==> src/ssr_pkg.sv <==
// Types and constants for the streaming substring replace block.
`timescale 1ns / 1ps
package ssr_pkg;

  localparam int MAX_PATTERN    = 8;
  localparam int MAX_SUBSTITUTE = 8;
  localparam int CHAR_W         = 8;
  localparam int LEN_W          = 4;
  localparam int CFG_IDX_W      = 2;
  localparam int CFG_DATA_W     = 64;
  localparam int BURST_MAX      = (MAX_PATTERN > MAX_SUBSTITUTE) ? MAX_PATTERN : MAX_SUBSTITUTE;

  typedef logic [CHAR_W-1:0] char_t;

  typedef enum logic [CFG_IDX_W-1:0] {
    REG_PATTERN_BYTES     = 2'd0,
    REG_PATTERN_LENGTH    = 2'd1,
    REG_SUBSTITUTE_BYTES  = 2'd2,
    REG_SUBSTITUTE_LENGTH = 2'd3
  } cfg_reg_e;

  // Effective configuration, lengths already clamped.
  typedef struct packed {
    logic [MAX_PATTERN-1:0][CHAR_W-1:0]    pattern;
    logic [LEN_W-1:0]                      pattern_len;
    logic [MAX_SUBSTITUTE-1:0][CHAR_W-1:0] substitute;
    logic [LEN_W-1:0]                      substitute_len;
  } cfg_t;

  // Words caused by one input byte.
  typedef struct packed {
    logic [BURST_MAX-1:0][CHAR_W-1:0] bytes;
    logic [LEN_W-1:0]                 count;
    logic                             is_last;
    logic                             bare;
  } burst_t;

endpackage

==> src/ssr_window.sv <==
// Match window: appends the byte, compares against the pattern, builds the word burst.
`timescale 1ns / 1ps
module ssr_window import ssr_pkg::*; (
  input  logic   clk,
  input  logic   rst,
  input  logic   accept,
  input  char_t  in_char,
  input  logic   in_final,
  input  cfg_t   cfg_eff,
  output burst_t burst,
  output logic   burst_valid
);

  logic [MAX_PATTERN-1:0][CHAR_W-1:0] win;
  logic [MAX_PATTERN-1:0][CHAR_W-1:0] win_next;
  logic [MAX_PATTERN-1:0][CHAR_W-1:0] win_in;
  logic [LEN_W-1:0]                   fill;
  logic [LEN_W-1:0]                   fill_next;
  logic [LEN_W-1:0]                   fill_in;
  logic                               hit;

  always_comb begin
    win_in  = win;
    fill_in = fill;
    if (fill < LEN_W'(MAX_PATTERN)) begin
      win_in[fill[$clog2(MAX_PATTERN)-1:0]] = in_char;
      fill_in = fill + LEN_W'(1);
    end

    hit = (fill_in == cfg_eff.pattern_len);
    for (int i = 0; i < MAX_PATTERN; i++) begin
      if (LEN_W'(i) < cfg_eff.pattern_len && win_in[i] != cfg_eff.pattern[i])
        hit = 1'b0;
    end

    burst         = '0;
    burst.is_last = in_final;
    win_next      = win_in;
    fill_next     = fill_in;

    if (hit) begin
      burst.bytes = cfg_eff.substitute;
      burst.count = cfg_eff.substitute_len;
      fill_next   = '0;
    end else if (in_final) begin
      // flush the whole window, oldest first
      burst.bytes = win_in;
      burst.count = fill_in;
    end else if (fill_in >= cfg_eff.pattern_len) begin
      // emit the oldest byte and slide
      burst.bytes[0] = win_in[0];
      burst.count    = LEN_W'(1);
      win_next       = {CHAR_W'(0), win_in[MAX_PATTERN-1:1]};
      fill_next      = fill_in - LEN_W'(1);
    end

    if (in_final) begin
      fill_next = '0;
      if (burst.count == '0) begin
        burst.count = LEN_W'(1);
        burst.bare  = 1'b1;
      end
    end

    burst_valid = (burst.count != '0);
  end

  always_ff @(posedge clk) begin
    if (rst) begin
      fill <= '0;
    end else if (accept) begin
      fill <= fill_next;
      win  <= win_next;
    end
  end

endmodule

==> config.mk <==
export PLATFORM = sky130hd
export DESIGN_NAME = ssr_window
export DESIGN_NICKNAME = d
export VERILOG_FILES = /design/src/ssr_pkg.sv /design/src/ssr_window.sv
export SDC_FILE = /design/constraint.sdc
export NUM_CORES = 1
export LEC_CHECK = 0
export BUFFER_PORTS_ARGS = -buffer_cell sky130_fd_sc_hd__buf_2
export CORE_UTILIZATION = 54
export CTS_BUF_LIST = sky130_fd_sc_hd__clkbuf_2 sky130_fd_sc_hd__clkbuf_4 sky130_fd_sc_hd__clkbuf_8
export DETAILED_ROUTE_END_ITERATION = 8
export GPL_ROUTABILITY_DRIVEN = 0
export PLACE_DENSITY = 0.82
export SYNTH_ARGS = -nofsm -noshare
export SYNTH_HDL_FRONTEND = slang
export SYNTH_SLANG_ARGS = --single-unit
==> constraint.sdc <==
create_clock -name clk -period 4.2 [get_ports clk]
set_input_delay 0.21 -clock clk [delete_from_list [all_inputs] [get_ports clk]]
set_output_delay 0.21 -clock clk [all_outputs]
set_load 0.01 [all_outputs]
After elaboration in Yosys (flattened, before gate mapping)
Cells that the tools add are included.

cells by class
  magnitude comparators = 12
  multiply operators = 0
  muxes and demuxes = 27
  $add $sub $neg = 2
  bitwise logic cells = 1
  divide/modulo/power cells = 0
  shift operators = 0
  eq/ne operators = 9
  reduce and logical (&&, ||, !) cells = 12

operator list
  operator                                                                             number
  64-bit two-way mux                                                                   4
  68-bit two-way mux                                                                   1
  64-bit bitwise mux                                                                   1
  8-bit != test                                                                        8
  56-bit two-way mux                                                                   1
  8-bit demux with 3-bit select                                                        1
  12-bit two-way mux                                                                   2
  4-bit two-way mux                                                                    6
  3-bit by 4-bit < comparator with 1-bit output, first input constant                  4
  1-bit two-way mux                                                                    10
  1-bit logical AND                                                                    9
  1-bit by 4-bit < comparator with 1-bit output, first input constant                  2
  2-bit by 4-bit < comparator with 1-bit output, first input constant                  2
  8-bit two-way mux                                                                    1
  4-bit by 1-bit adder with 4-bit output, second input constant                        1
  4-bit equality test                                                                  1
  4-bit greater-or-equal comparator                                                    1
  4-bit zero test                                                                      1
  3-bit by 4-bit < comparator with 1-bit output, second input constant                 1
  4-bit < comparator, second input constant                                            1
  4-bit nonzero test                                                                   1
  4-bit by 1-bit subtractor with 4-bit output, second input constant                   1
  3-bit by 1-bit greater-or-equal comparator with 1-bit output, second input constant  1
  2-bit AND reduction                                                                  1
  1-bit NOT                                                                            1

storage, ports and cells
  bits in latches = 0
  flip-flop bits (word level) = 68
  RAM bits = 0
  word-level logic and storage cells = 72
  memories = 0
  ROM bits = 0

Longest topological paths before layout
  depth in word-level cells = 21
  mapped depth = 14
  mapped depth without buffers = 11

Least setup slack after synthesis
OpenSTA, ideal clock, no wires.

  path kind = input-to-reg
  start point = input rst
  end point = register fill[1]
  path slack = 0.523 ns
  path buffers = 0
  arrival time = 3.602 ns
  data required time = 4.126 ns
  stages on the path = 2
  cell sequence = nor2b_1 > a32o_1

RTL lines
  element                 RTL line          RTL
  start: declaration      ssr_window.sv:5   input logic rst,
  end signal: assignment  ssr_window.sv:72  fill <= fill_next;
  end: declaration        ssr_window.sv:17  logic [LEN_W-1:0] fill;

==> results.toml <==
[final_layout]
final_cell_mix = "218 x buf_2, 109 x nand2_1, 64 x mux2_2, 64 x edfxtp_1"
fillers = 1088
area_growth_pct = 20.58
nets = 1160
final_common_cell = "buf_2"
drive_gt1_frac = 0.4109
diodes = 0

[synth]
synth.avg_cell_area_um2 = 8.971
netlist_instances = 811
syn-num-nets = 965
synth_edf_count = 64
yosysWarnings = 0
netlist_area_mm2 = 0.007276
synth_seq_cells = 68
synth_top_area_cell = "edfxtp_1"
ys.flop_type = "edfxtp_1"
synthTopCellsByArea = "edfxtp_1 26%, mux2_2 9.9%, o221a_2 8.8%"
async_reset_ff_frac = 0
synth_top_area_frac = 0.2641
yosysSeqAreaShare = 0.2752
synth_cell_types = 66

[sta]
rsz0062_at_grt = "yes"
skew_ps = 14.81
slew_violations = 0
fin_ws_ps = 169.8
maxSlewHeadroom = 0.3431
worst_slew_pin_slew_ps = 983.2
finalSetupViolations = 0
finalCritPeriodShare = 0.9596
max_freq_mhz = 248.1
layout_min_cycle_time_ps = 4030
hold_viol = 0

[die]
die_w_um = 118.1
row_count = 42
die_area_mm2 = 0.01394
ios = 219
die_h_um = 118.1
core_area_mm2 = 0.01319
start_util = 0.5516

[global_routing]
met2_usage = 0.5518
track_usage = 0.3328
use_met1 = 0.4180
top_usage_layer = "met2"
antenna_found_initial = 0
grt_pass1_vias = 7087
grt_pass1_wl_um = 36590
grtUsageMet3 = 0.06444
grt-ovfl-total = 0
grt_max_degree = 61

[power]
combinationalPowerShare = 0.317
fin_total_pwr_mw = 2.147
power.density_mw_per_mm2 = 244.7
peakVddDrop_v = 0.0001457
leakage_nw = 3.883
p_int_mw = 1.464
p_sw_uw = 682.7
sw_frac_of_total = 0.3180
clockPowerShare = 0.281
power_frac_seq = 0.401

[route]
drt-vias-per-instance = 6.357
drt_iter0_drc = 653
wl_per_cell_um = 19.84
vias = 7539
drc = 0
ant_nets = 0
wl_um = 23530
drtPass1Iterations = 7

[worst_setup_path]
cp.arrival_ps = 3820
startpoint_type = "flip-flop"
path_class = "flip-flop to primary output"
critPathCaptureType = "primary output"
crit_fanout = 36
required_ps = 3990

[cts]
cts-root-buf = "clkbuf_8"
clk_pin_slew_ps = 80
clock_latency_ps = 350
cts_tree = "done"
ctsLongestPathBuffers = 2
cts_sinks = 68
h-tree-depth = 3
numCtsBuffers = 9
ctsHoldBuffers = 0

[placed_design]
portBuffers = 218
pre_cts_ws_ps = 258.7
hpwlAfterDp_um = 17070

[worst_hold_path]
hp-class = "primary input to flip-flop"

[run_status]
status = "complete, no violations"

[run]
drv_cap = 0
path summary, 6_finish.rpt:
path	startpoint	end	slack [ps]	cells after the start
max reg2reg	fill[1]$_SDFFE_PP0P_	win[1]$_DFFE_PP_	200	12
max	fill[3]$_SDFFE_PP0P_	burst[32]	170	10
min reg2reg	fill[0]$_SDFFE_PP0P_	fill[0]$_SDFFE_PP0P_	640	2
min	rst	fill[0]$_SDFFE_PP0P_	110	2
area by class of cell:
cell class	count	area, um2	area share
clock buffer	9	123.9	0.01412
clock inverter	6	88.84	0.01013
inverter	43	161.4	0.01840
multi-input combinational	632	4792	0.5462
sequential	68	2003	0.2283
tap	176	220.2	0.02510
timing repair buffer	252	1384	0.1577
power groups by stage:
stage	logic [mW]	clock network (mW)	registers [mW]
4_1_cts	0.673	0.601	0.858
3_3_place_gp	0.653	0	0.872
5_1_grt	0.735	0.629	0.864
2_1_floorplan	0.455	0	0.846
3_5_place_dp	0.668	0	0.872
6_report	0.681	0.603	0.862
logic make-up (layout without fill, tap and decap cells):
| kind of cell | count (synthesis) | count (layout) | synth area share |
|---|---|---|---|
| simple gates | 278 | 278 | 0.2002 |
| compound gates | 183 | 183 | 0.2065 |
| buf+inv | 111 | 310 | 0.07292 |
| mux | 87 | 87 | 0.1410 |
| xor+xnor | 78 | 78 | 0.09389 |
| flops | 68 | 68 | 0.2752 |
| fa+ha+maj | 6 | 6 | 0.01032 |
sequential cells by signal, indices dropped and copies added (netlist names):
name,cells
win,64
fill,4
per-stage QoR:
step                hold slack, ps  cell area, um2  TNS, ps  cells    util
floorplan                    279.1            7276        0    811       -
global placement             476.6            8556        0   1171  0.6486
detailed placement           470.7            8556        0   1171  0.6486
CTS                          101.4            8768        0   1186  0.6648
global route                 104.4            8773   -3.589   1186  0.6651
finish                       105.6            8773        0   1186  0.6651
synth_stat cells, drive strengths merged, types with 7 or more instances:
cell,instances
nand2,109
edfxtp,64
mux2,64
a21oi,58
or3,58
o221a,57
xnor2,43
inv,42
nor2,37
buf,36
xor2,35
clkbuf,32
mux2i,23
nand3,13
o21ai,13
nor3,12
a221oi,8
nand2b,8
nand4,8
nor4,7
repair_timing:
item / in CTS / in global routing
resized for setup: 0 / 2
buffers inserted: 0 / 0
endpoints found under the setup margin: 0 / 81
worst max-delay path, stage by stage, from the launching register on:
cell and delay [ps]:
dfxtp_1 520, nor4_4 690, mux2i_1 370, xor2_1 180, o2111a_1 290, o2111ai_1 170, nor3_2 410, o21ai_4 150
buf_12 210, mux2_2 320, buf_2 150
per-layer routing:
layer	up-vias	wire, um
li1	3433	-
met1	3475	8983
met2	559	11070
met3	72	2688
met4	0	784
met5	-	0
(Power assumes the default switching activity.)
